==> src/hdl/hrrn_pkg.sv <==
package hrrn_pkg;

  // item kinds carried on in_tuser
  localparam logic KIND_LOAD = 1'b0;
  localparam logic KIND_TICK = 1'b1;

  // field widths of the stream payloads
  localparam int SLOT_W  = 4;
  localparam int VAL_W   = 16;
  localparam int CFG_W   = 5;

  // input tdata layout: slot, run_length, arrival_time, zero padding
  localparam int IN_SLOT_LSB = 0;
  localparam int IN_LEN_LSB  = IN_SLOT_LSB + SLOT_W;
  localparam int IN_ARR_LSB  = IN_LEN_LSB + VAL_W;
  localparam int IN_TDATA_W  = 40;

  // output tdata layout: running_slot, idle, job_finished, all_done, tick_count
  localparam int OUT_SLOT_LSB = 0;
  localparam int OUT_IDLE_BIT = OUT_SLOT_LSB + SLOT_W;
  localparam int OUT_FIN_BIT  = OUT_IDLE_BIT + 1;
  localparam int OUT_ALL_BIT  = OUT_FIN_BIT + 1;
  localparam int OUT_TICK_LSB = OUT_ALL_BIT + 1;
  localparam int OUT_TDATA_W  = 24;

  // sequencer states
  typedef enum logic [3:0] {
    ST_IDLE  = 4'b0001,
    ST_SCAN  = 4'b0010,
    ST_SERVE = 4'b0100,
    ST_OUT   = 4'b1000
  } state_t;

  // controls from the sequencer to the job table
  typedef struct packed {
    logic load;    // write one slot from a load item
    logic tick;    // apply the end-of-tick update
    logic served;  // a job was served this tick
    logic finish;  // the served job completed this tick
  } tbl_ctl_t;

endpackage

==> src/hdl/hrrn_ratio_cmp.sv <==
module hrrn_ratio_cmp #(
  parameter int TIME_BITS = 16
) (
  input  logic [TIME_BITS-1:0] cand_wait,
  input  logic [TIME_BITS-1:0] cand_len,
  input  logic [TIME_BITS-1:0] best_wait,
  input  logic [TIME_BITS-1:0] best_len,
  output logic                 better
);

  logic [2*TIME_BITS-1:0] lhs;
  logic [2*TIME_BITS-1:0] rhs;

  // cross products stand in for the two response ratios
  assign lhs = (2*TIME_BITS)'(cand_wait) * (2*TIME_BITS)'(best_len);
  assign rhs = (2*TIME_BITS)'(best_wait) * (2*TIME_BITS)'(cand_len);

  // higher ratio wins, then shorter length; equal keeps the lower slot
  assign better = (lhs > rhs) || ((lhs == rhs) && (cand_len < best_len));

endmodule

==> src/hdl/hrrn_job_table.sv <==
module hrrn_job_table #(
  parameter int MAX_JOBS  = 16,
  parameter int TIME_BITS = 16,
  parameter int SW        = 4
) (
  input  logic                        clk,
  input  logic                        rst_n,
  input  hrrn_pkg::tbl_ctl_t          ctl,
  input  logic [SW-1:0]               wr_idx,
  input  logic [TIME_BITS-1:0]        wr_len,
  input  logic [TIME_BITS-1:0]        wr_arr,
  input  logic [SW-1:0]               srv_idx,
  input  logic [SW-1:0]               rd_idx,
  output logic signed [TIME_BITS:0]   rd_wait,
  output logic [TIME_BITS-1:0]        rd_len,
  output logic                        rd_done
);

  localparam logic signed [TIME_BITS:0] WAIT_MAX = {1'b0, {TIME_BITS{1'b1}}};

  logic signed [TIME_BITS:0] wait_r   [MAX_JOBS];
  logic signed [TIME_BITS:0] wait_nxt [MAX_JOBS];
  logic [TIME_BITS-1:0]      len_r    [MAX_JOBS];
  logic [TIME_BITS-1:0]      len_nxt  [MAX_JOBS];
  logic [MAX_JOBS-1:0]       done_r;
  logic [MAX_JOBS-1:0]       done_nxt;

  // per slot: load writes one slot; a tick ages all but the served one, flags finish
  always_comb begin
    for (int i = 0; i < MAX_JOBS; i++) begin
      wait_nxt[i] = wait_r[i];
      len_nxt[i]  = len_r[i];
      done_nxt[i] = done_r[i];
      if (ctl.load && (wr_idx == SW'(i))) begin
        len_nxt[i]  = wr_len;
        wait_nxt[i] = -$signed({1'b0, wr_arr});
        done_nxt[i] = (wr_len == '0);
      end else if (ctl.tick) begin
        if (ctl.finish && (srv_idx == SW'(i))) begin
          done_nxt[i] = 1'b1;
        end
        if (!(ctl.served && (srv_idx == SW'(i))) && (wait_r[i] < WAIT_MAX)) begin
          wait_nxt[i] = wait_r[i] + 2'sb01;
        end
      end
    end
  end

  always_ff @(posedge clk) begin
    if (!rst_n) begin
      for (int i = 0; i < MAX_JOBS; i++) begin
        wait_r[i] <= '0;
        len_r[i]  <= '0;
      end
      done_r <= '1;
    end else begin
      for (int i = 0; i < MAX_JOBS; i++) begin
        wait_r[i] <= wait_nxt[i];
        len_r[i]  <= len_nxt[i];
      end
      done_r <= done_nxt;
    end
  end

  // scan read port
  assign rd_wait = wait_r[rd_idx];
  assign rd_len  = len_r[rd_idx];
  assign rd_done = done_r[rd_idx];

endmodule

==> src/hdl/hrrn_job_scheduler_core.sv <==
// hrrn_job_scheduler_core: non-preemptive highest-response-ratio-next scheduler
//
// in_* stream carries items; in_tuser selects the kind (0 load, 1 tick).
//   a load item writes an in-range slot; in_tready stays high after it.
//   a tick item advances time by one and yields one result item on out_*.
// cfg_wr_en/cfg_wr_data set the number of slots in use; write only when idle.
//
// a tick scans every slot through one cross-multiply comparator, one slot
// per cycle, then serves the chosen job and ages the waiting ones, and
// then moves the result to the output register once that register is
// free. in_tready is low while a tick is in progress, so the next item
// waits for the tick to finish.
//
// the output register holds a result until out_tready; a load can still be
// taken meanwhile, and a following tick's result waits for it to drain.
// reset (rst_n low, synchronous) clears all slots to finished, time to zero,
// the slot count to one, and drops out_tvalid.
module hrrn_job_scheduler_core #(
  parameter int MAX_JOBS  = 16,
  parameter int TIME_BITS = 16
) (
  input  logic                                 clk,
  input  logic                                 rst_n,
  // slot [3:0], run_length [19:4], arrival_time [35:20], zero [39:36]
  input  logic [hrrn_pkg::IN_TDATA_W-1:0]      in_tdata,
  // kind [0]
  input  logic                                 in_tuser,
  input  logic                                 in_tvalid,
  output logic                                 in_tready,
  // running_slot [3:0], idle [4], job_finished [5], all_done [6],
  // tick_count [22:7], zero [23]
  output logic [hrrn_pkg::OUT_TDATA_W-1:0]     out_tdata,
  output logic                                 out_tvalid,
  input  logic                                 out_tready,
  input  logic                                 cfg_wr_en,
  input  logic [hrrn_pkg::CFG_W-1:0]           cfg_wr_data
);

  localparam int SW = $clog2(MAX_JOBS);
  localparam int CW = $clog2(MAX_JOBS + 1);
  localparam logic [TIME_BITS-1:0] TIME_MAX = {TIME_BITS{1'b1}};

  hrrn_pkg::state_t state_r, state_nxt;

  logic [hrrn_pkg::CFG_W-1:0] job_count_r;
  logic [SW-1:0]              idx_r, idx_nxt;
  logic                       found_r, found_nxt;
  logic [SW-1:0]              best_idx_r, best_idx_nxt;
  logic [TIME_BITS-1:0]       best_wait_r, best_wait_nxt;
  logic [TIME_BITS-1:0]       best_len_r, best_len_nxt;
  logic [CW-1:0]              nd_r, nd_nxt;
  logic                       busy_r, busy_nxt;
  logic [SW-1:0]              cur_r, cur_nxt;
  logic [TIME_BITS-1:0]       rem_r, rem_nxt;
  logic [TIME_BITS-1:0]       time_r, time_nxt;
  logic [hrrn_pkg::OUT_TDATA_W-1:0] res_r, res_nxt;
  logic [hrrn_pkg::OUT_TDATA_W-1:0] out_tdata_r, out_tdata_nxt;
  logic                       out_tvalid_r, out_tvalid_nxt;

  // input field unpacking
  logic [hrrn_pkg::SLOT_W-1:0] in_slot;
  logic [hrrn_pkg::VAL_W-1:0]  in_run_length;
  logic [hrrn_pkg::VAL_W-1:0]  in_arrival_time;
  logic [SW+3:0]               slot_ext;
  logic [TIME_BITS+15:0]       len_ext;
  logic [TIME_BITS+15:0]       arr_ext;
  logic                        slot_ok;
  logic                        in_acc;

  assign in_slot         = in_tdata[hrrn_pkg::IN_SLOT_LSB +: hrrn_pkg::SLOT_W];
  assign in_run_length   = in_tdata[hrrn_pkg::IN_LEN_LSB +: hrrn_pkg::VAL_W];
  assign in_arrival_time = in_tdata[hrrn_pkg::IN_ARR_LSB +: hrrn_pkg::VAL_W];
  assign slot_ext        = (SW+4)'(in_slot);
  assign len_ext         = (TIME_BITS+16)'(in_run_length);
  assign arr_ext         = (TIME_BITS+16)'(in_arrival_time);
  assign slot_ok         = (32'(in_slot) < MAX_JOBS);
  assign in_acc          = in_tvalid && in_tready;

  // job table and comparator
  hrrn_pkg::tbl_ctl_t        tbl_ctl;
  logic [SW-1:0]             srv_idx;
  logic signed [TIME_BITS:0] rd_wait;
  logic [TIME_BITS-1:0]      rd_len;
  logic                      rd_done;
  logic                      cmp_better;

  hrrn_job_table #(
    .MAX_JOBS  (MAX_JOBS),
    .TIME_BITS (TIME_BITS),
    .SW        (SW)
  ) u_table (
    .clk     (clk),
    .rst_n   (rst_n),
    .ctl     (tbl_ctl),
    .wr_idx  (slot_ext[SW-1:0]),
    .wr_len  (len_ext[TIME_BITS-1:0]),
    .wr_arr  (arr_ext[TIME_BITS-1:0]),
    .srv_idx (srv_idx),
    .rd_idx  (idx_r),
    .rd_wait (rd_wait),
    .rd_len  (rd_len),
    .rd_done (rd_done)
  );

  hrrn_ratio_cmp #(
    .TIME_BITS (TIME_BITS)
  ) u_cmp (
    .cand_wait (rd_wait[TIME_BITS-1:0]),
    .cand_len  (rd_len),
    .best_wait (best_wait_r),
    .best_len  (best_len_r),
    .better    (cmp_better)
  );

  // scan-side qualifiers
  logic in_use;
  logic eligible;
  assign in_use   = (32'(idx_r) < 32'(job_count_r));
  assign eligible = in_use && !rd_done && (rd_len != '0) && !rd_wait[TIME_BITS];

  // serve-side values
  logic                  start;
  logic                  served;
  logic [TIME_BITS-1:0]  rem_start;
  logic [TIME_BITS-1:0]  rem_dec;
  logic                  finish;
  logic                  cur_in_use;
  logic [CW-1:0]         nd_after;
  logic [TIME_BITS-1:0]  time_inc;
  logic [TIME_BITS+15:0] time_ext;
  logic [SW+3:0]         cur_ext;

  assign start      = !busy_r && found_r;
  assign served     = busy_r || found_r;
  assign srv_idx    = busy_r ? cur_r : best_idx_r;
  assign rem_start  = busy_r ? rem_r : best_len_r;
  assign rem_dec    = (rem_start != '0) ? rem_start - 1'b1 : rem_start;
  assign finish     = served && (rem_dec == '0);
  assign cur_in_use = (32'(srv_idx) < 32'(job_count_r));
  assign nd_after   = nd_r - CW'(finish && cur_in_use);
  assign time_inc   = (time_r != TIME_MAX) ? time_r + 1'b1 : time_r;
  assign time_ext   = (TIME_BITS+16)'(time_inc);
  assign cur_ext    = (SW+4)'(srv_idx);

  // sequencer
  always_comb begin
    state_nxt      = state_r;
    idx_nxt        = idx_r;
    found_nxt      = found_r;
    best_idx_nxt   = best_idx_r;
    best_wait_nxt  = best_wait_r;
    best_len_nxt   = best_len_r;
    nd_nxt         = nd_r;
    busy_nxt       = busy_r;
    cur_nxt        = cur_r;
    rem_nxt        = rem_r;
    time_nxt       = time_r;
    res_nxt        = res_r;
    out_tdata_nxt  = out_tdata_r;
    out_tvalid_nxt = out_tvalid_r && !out_tready;
    tbl_ctl        = '0;
    case (state_r)
      hrrn_pkg::ST_IDLE: begin
        if (in_acc) begin
          if (in_tuser == hrrn_pkg::KIND_LOAD) begin
            if (slot_ok) begin
              tbl_ctl.load = 1'b1;
              if (busy_r && (cur_r == slot_ext[SW-1:0])) begin
                busy_nxt = 1'b0;
              end
            end
          end else begin
            idx_nxt   = '0;
            found_nxt = 1'b0;
            nd_nxt    = '0;
            state_nxt = hrrn_pkg::ST_SCAN;
          end
        end
      end
      hrrn_pkg::ST_SCAN: begin
        // one slot per cycle through the shared comparator
        if (!busy_r && eligible && (!found_r || cmp_better)) begin
          found_nxt     = 1'b1;
          best_idx_nxt  = idx_r;
          best_wait_nxt = rd_wait[TIME_BITS-1:0];
          best_len_nxt  = rd_len;
        end
        if (in_use && !rd_done) begin
          nd_nxt = nd_r + 1'b1;
        end
        if (idx_r == SW'(MAX_JOBS - 1)) begin
          state_nxt = hrrn_pkg::ST_SERVE;
        end else begin
          idx_nxt = idx_r + 1'b1;
        end
      end
      hrrn_pkg::ST_SERVE: begin
        tbl_ctl.tick   = 1'b1;
        tbl_ctl.served = served;
        tbl_ctl.finish = finish;
        if (start) begin
          cur_nxt = best_idx_r;
        end
        if (served) begin
          rem_nxt  = rem_dec;
          busy_nxt = !finish;
        end
        time_nxt = time_inc;
        res_nxt  = '0;
        res_nxt[hrrn_pkg::OUT_SLOT_LSB +: hrrn_pkg::SLOT_W] =
          served ? cur_ext[hrrn_pkg::SLOT_W-1:0] : '0;
        res_nxt[hrrn_pkg::OUT_IDLE_BIT] = !served;
        res_nxt[hrrn_pkg::OUT_FIN_BIT]  = finish;
        res_nxt[hrrn_pkg::OUT_ALL_BIT]  = (nd_after == '0);
        res_nxt[hrrn_pkg::OUT_TICK_LSB +: hrrn_pkg::VAL_W] = time_ext[hrrn_pkg::VAL_W-1:0];
        state_nxt = hrrn_pkg::ST_OUT;
      end
      hrrn_pkg::ST_OUT: begin
        // hand over to the output register once it is free
        if (!out_tvalid_r || out_tready) begin
          out_tdata_nxt  = res_r;
          out_tvalid_nxt = 1'b1;
          state_nxt      = hrrn_pkg::ST_IDLE;
        end
      end
      default: begin
        state_nxt = hrrn_pkg::ST_IDLE;
      end
    endcase
  end

  // control registers
  always_ff @(posedge clk) begin
    if (!rst_n) begin
      state_r      <= hrrn_pkg::ST_IDLE;
      job_count_r  <= hrrn_pkg::CFG_W'(1);
      idx_r        <= '0;
      found_r      <= 1'b0;
      nd_r         <= '0;
      busy_r       <= 1'b0;
      cur_r        <= '0;
      rem_r        <= '0;
      time_r       <= '0;
      out_tvalid_r <= 1'b0;
    end else begin
      state_r      <= state_nxt;
      idx_r        <= idx_nxt;
      found_r      <= found_nxt;
      nd_r         <= nd_nxt;
      busy_r       <= busy_nxt;
      cur_r        <= cur_nxt;
      rem_r        <= rem_nxt;
      time_r       <= time_nxt;
      out_tvalid_r <= out_tvalid_nxt;
      if (cfg_wr_en) begin
        job_count_r <= cfg_wr_data;
      end
    end
  end

  // payload registers
  always_ff @(posedge clk) begin
    best_idx_r  <= best_idx_nxt;
    best_wait_r <= best_wait_nxt;
    best_len_r  <= best_len_nxt;
    res_r       <= res_nxt;
    out_tdata_r <= out_tdata_nxt;
  end

  assign in_tready  = (state_r == hrrn_pkg::ST_IDLE);
  assign out_tdata  = out_tdata_r;
  assign out_tvalid = out_tvalid_r;

endmodule

==> config.mk <==
export PLATFORM = sky130hd
export DESIGN_NAME = hrrn_job_scheduler_core
export DESIGN_NICKNAME = d
export VERILOG_FILES = /design/src/hdl/hrrn_pkg.sv /design/src/hdl/hrrn_ratio_cmp.sv /design/src/hdl/hrrn_job_table.sv /design/src/hdl/hrrn_job_scheduler_core.sv
export SDC_FILE = /design/constraint.sdc
export NUM_CORES = 2
export LEC_CHECK = 0
export BUFFER_PORTS_ARGS = -buffer_cell sky130_fd_sc_hd__buf_2
export CAP_MARGIN = 10
export CORE_ASPECT_RATIO = 0.6
export CORE_UTILIZATION = 40
export DETAILED_ROUTE_END_ITERATION = 7
export REMOVE_ABC_BUFFERS = 1
export SYNTH_ARGS = -nofsm -noshare
export SYNTH_HDL_FRONTEND = slang
export SYNTH_SLANG_ARGS = --single-unit
==> constraint.sdc <==
create_clock -name clk -period 14.6 [get_ports clk]
set_clock_uncertainty 0.2 [all_clocks]
set_input_delay 4.38 -clock clk [delete_from_list [all_inputs] [get_ports clk]]
set_output_delay 4.38 -clock clk [all_outputs]
set_load 0.005 [all_outputs]
; Yosys cells after proc, flatten, opt, wreduce, memory -nomap -nowiden
; Memory sizes are Yosys's and may differ from the RTL's. A register that Yosys moved wholly into a read port is not among the register bits.
; Cells that the tools add are included.
[word_totals]
latchBits = 0
input_bits = 51
mem_bits_rw = 528
out_inout_bits = 26
reg_bits = 155
memories = 2
elab_cells = 545
romBits = 0
[mem_list]
columns = name, words, word_bits, read_ports, rd_clocked_by_memory_dff, wr, line_no
row1 = u_table.wait_r, 16, 17, 17, 1, 16, hrrn_job_table.sv:21  ; logic signed [TIME_BITS:0] wait_r [MAX_JOBS];
row2 = u_table.len_r, 16, 16, 1, 1, 16, hrrn_job_table.sv:23  ; logic [TIME_BITS-1:0] len_r [MAX_JOBS];
[op_classes]
add_sub_neg = 22
reduce_logical = 186
shift = 0
n_lt_le_gt_ge = 21
div_mod_pow = 0
bitwise = 32
eq_ne = 64
mul = 2
n_mux = 184
[ops]
columns = cell, count
row1 = $mux 17, 64
row2 = $mux 16, 35
row3 = $add 17x2->17 const B, 16
row4 = $lt 17x17->1 const B, 16
row5 = $logic_and 1x1->1, 76
row6 = $eq 4x4->1 const B, 18
row7 = $reduce_and 2->1, 36
row8 = $reduce_bool 2->1, 34
row9 = $mul 16x16->32, 2
row10 = $mux 1, 63
row11 = $mux 4, 12
row12 = $eq 4x3->1 const B, 9
row13 = $eq 32x32->1, 1
row14 = $gt 32x32->1, 1
row15 = $logic_not 16->1, 2
row16 = $or 1x1->1, 32
row17 = $reduce_bool 16->1, 2
row18 = $logic_not 1->1, 24
row19 = $eq 4x2->1 const B, 5
row20 = $neg 16->17, 1
row21 = $add 16x1->16 const B, 1
row22 = $lt 16x16->1, 1
row23 = $ne 1x1->1 const B, 16
row24 = $ne 16x16->1 const B, 1
row25 = 22 further kinds, 43

; Longest topological paths before layout
[depth]
depth_word = 13
depth_mapped = 40

; Modules after synthesis
; A second synthesis with hierarchy kept.
[unflattened]
hier_cells = 5550
hier_area_um2 = 54277.1
[modules_own_cells]
columns = mod, cells_per_inst, area_per_inst_um2, instances
row1 = hrrn_job_table, 2865, 29726.0, 1
row2 = hrrn_ratio_cmp, 2113, 18154.9, 1
row3 = hrrn_job_scheduler_core, 572, 6396.1, 1

; Worst setup path before layout
; OpenSTA, ideal clock, no wires.
[synth_timing]
kind = register -> register
start = register (tool-made name)
end = register best_idx_r[0], enable pin
slack_ns = 2.141
path_stages_with_launch = 38
required_time_ns = 13.905
path_buffers = 5
period_less_slack_ns = 12.459
arrival_ns = 11.764
cell_sequence = dfxtp_1 > buf_2 > buf_4 > buf_2 > buf_2 > buf_2 > mux4_2 > mux4_2 > and2_1 > fa_1 > inv_1 > fa_1 > fa_1 > fa_1 > inv_1 > fa_1 > inv_1 > fa_1 > (+2 left out) > a21o_1 > a21oi_1 > nor2b_1 > a21oi_1 > o41a_1 > a41o_1 > o21ai_0 > xnor2_1 > ha_1 > a21o_1 > a21oi_1 > nor2b_1 > o21ai_0 > nand2b_1 > a21oi_1 > nor2b_1 > o21ai_0 > a311oi_1
[synth_rtl]
columns = element, line_no
row1 = end signal: assignment, hrrn_job_scheduler_core.sv:263  ; best_idx_r <= best_idx_nxt;
row2 = end: declaration, hrrn_job_scheduler_core.sv:48  ; logic [SW-1:0] best_idx_r, best_idx_nxt;

==> results.md <==
- Total clock sinks: 687
- CP arrival: 11.83 ns
- Antenna violations before repair: 11
- Synth cell types: 98
- Post-Place Setup Slack: roughly 2.9 ns
- Final #Nets: between 6000 and 7000
- Util after Layout: 0.441
- Fmax: 0.0852 GHz
- Yosys warns: 0
- Startpoint Class: flip-flop
- Root buf cell: clkbuf_16
- Final setup viols: 0
- Fin Setup TNS: 0 ns
- Syn_area_per_cell: slightly below 10 um^2
- Setup bufs post-CTS: 0
- Wire per inst: around 24 um
- Htree depth: 3
- DRC: 0
- CP Capture Type: flip-flop
- Synth Cell Area: ~53000 um^2
- Most frequent cells in the layout: 572 x nor2_1, 542 x nand2_1, 536 x inv_1
- Fillers: 12332
- Pins over their slew limit: 0
- MaxCap Viol Count: 0
- Worst setup path class: reg2reg
- Pin count of the biggest net entering global routing: 113
- Seq/Total Area, Yosys: 0.325
- Slew @ Worst Pin: 1.40 ns
- Post-route setup slack: 2.86 ns
- Multi-input gate area: around 33000 um^2
- Drt pass-1 iters: 6
- Outcome: finished clean
- Post_cts resized: 0
- Maximum vdd drop: about 0.097 mV
- Top Ports: 77
- Post-DRT Antenna Nets: 0
- Vias in the first global route: 39590
- RSZ-0062 raised after global routing: false
- CP max stage cell: dfxtp_4
- Final period util: 0.804
- Total power: about 5.3 mW
- Final min period: 11.74 ns
- Worst Path Required: 14.69 ns
- Cell Pwr Density: between 90 and 100 nW/um^2
- Initial Util: 0.406
- Sequential share of power: 0.395
- #FFs+latches synth: 687
- # hold bufs at CTS: 0
- Clk buf depth: 3
- Hold Violations, Final: 0
- Sw power: between 1.5 and 2 mW
- Sequential Area: around 17000 um^2
- CP max FO: 31
- Rows: 102
- Clock buffer count from CTS: 66
- Layout cells sized above 1: 0.0930
- Dominant synthesized flop cell: dfxtp_1
- Die ar.: 133000 um^2
- Int Power: 3.61 mW
- Area Growth Syn to Fin: 8.55%
- Vias per Instance: 5.83
- DR iter-0 viols: between 5000 and 6000
- Clk_lat worst skew: 0.70 ns
- Core area: roughly 130000 um^2
- Overall global routing resource usage: 0.252
- Mapped Cells: 5354
- Routed wire length: ~170000 um
- DR vias: 41192
- Die W: between 400 and 500 um
- TritonCTS clock tree: done
- EDFF count, synth: 338
- First-pass GRT wire length: 254000 um
- Port-buffer cells: between 70 and 80
- Critical path's largest stage delay: ~0.77 ns
- Most common cell after layout, fill and taps aside: nor2_1
- Slew margin rel.: 0.0652
- Worst-path clk slew: approximately 0.060 ns
- Die height: between 200 and 300 um
- Clock share of power: 0.351
- Leak: between 20 and 25 nW
- Asr flop ratio synth: 0
- GRT overflow: 0
- CP most frequent cell: fa_1
- Net Sw Frac: 0.318
- Min-Delay Path Class: reg2reg
- Gpl congestion: between 0.9 and 1
- Logic pwr share: 0.254
- Final HPWL DP: approximately 120000 um
==> layout make-up <==
type | count | share of cell area
inverter | 541 | 0.0356
sequential | 687 | 0.299
timing repair buffer | 143 | 0.0164
antenna | 4 | 0.000175
clock buffer | 91 | 0.0323
clock inverter | 30 | 0.00729
multi-input combinational | 3851 | 0.572
tap | 1716 | 0.0375
==> metal layers <==
layer,GRT usage,vias to the layer above,share of wire
met5,0,-,0.000077
met4,0.0467,2,0.019
met3,0.0886,215,0.14
met2,0.332,2128,0.38
met1,0.389,20552,0.46
li1,-,18295,-
==> worst paths after layout <==
check	start	end	slack, ns	cells after the start
hold reg to reg	res_r[3]$_SDFFCE_PP0P_	out_tdata[3]$_DFFE_PP_	0.21	0
setup reg to reg	flip-flop	best_wait_r[9]$_DFFE_PP_	2.86	32
setup / recovery	flip-flop	best_wait_r[9]$_DFFE_PP_	2.86	32
hold / removal	res_r[3]$_SDFFCE_PP0P_	out_tdata[3]$_DFFE_PP_	0.21	0
==> logic make-up after synthesis <==
group / synth area share
buffers and inverters: 0.0597
and+or+nand+nor: 0.177
DFF: 0.325
adders and majority gates: 0.214
xor gates and xnor gates: 0.0501
muxes: 0.0810
other: 0.0000710
AOI/OAI and AO/OA: 0.0929
==> worst max-delay path, delay by kind of cell, from the launching register on <==
family | cells | cell delay [ns]
buf+inv | 6 | 1.28
simple gates | 10 | 1.82
flops | 1 | 0.77
fa+ha+maj | 8 | 3.54
compound gates | 6 | 2.29
mux | 2 | 1.34
==> cell usage after synthesis, types with 142 or more instances <==
cell type | instances | area, um^2
ha_1 | 283 | 3540
edfxtp_1 | 338 | 10100
and2_1 | 255 | 1600
a211oi_1 | 176 | 1320
clkbuf_1 | 203 | 762
nor2_1 | 575 | 2160
fa_1 | 388 | 7770
xnor2_1 | 158 | 1380
xor2_1 | 142 | 1240
a21oi_1 | 196 | 981
mux4_2 | 170 | 3830
dfxtp_1 | 349 | 6990
nand2_1 | 545 | 2050
inv_1 | 536 | 2010
==> sequential cells by signal, summed over array words and instances (netlist names), named ones only <==
register        flops
u_table.wait_r    272
u_table.len_r     256
out_tdata          23
res_r              23
best_len_r         16
best_wait_r        16
rem_r              16
time_r             16
u_table.done_r     16
job_count_r         5
nd_r                5
best_idx_r          4
cur_r               4
idx_r               4
state_r             4
busy_r              1
found_r             1
out_tvalid          1
==> power by group through the flow <==
stage | sequential (mW) | combinational [mW] | clock (mW)
floorplan | 2.12 | 0.954 | 0
global placement | 2.13 | 1.30 | 0
global route | 2.09 | 1.52 | 1.95
detailed placement | 2.13 | 1.32 | 0
finish | 2.09 | 1.34 | 1.86
CTS | 2.08 | 1.33 | 1.88
==> per-stage QoR <==
stage               hold slack, ns  instances  area, um^2
global route                 0.218       7060       57300
floorplan                    0.200       5079       51700
detailed placement           0.210       6937       55000
global placement             0.205       6937       55000
finish                       0.215       7063       57300
CTS                          0.212       7058       57300
Power figures use the tool's default switching activity.
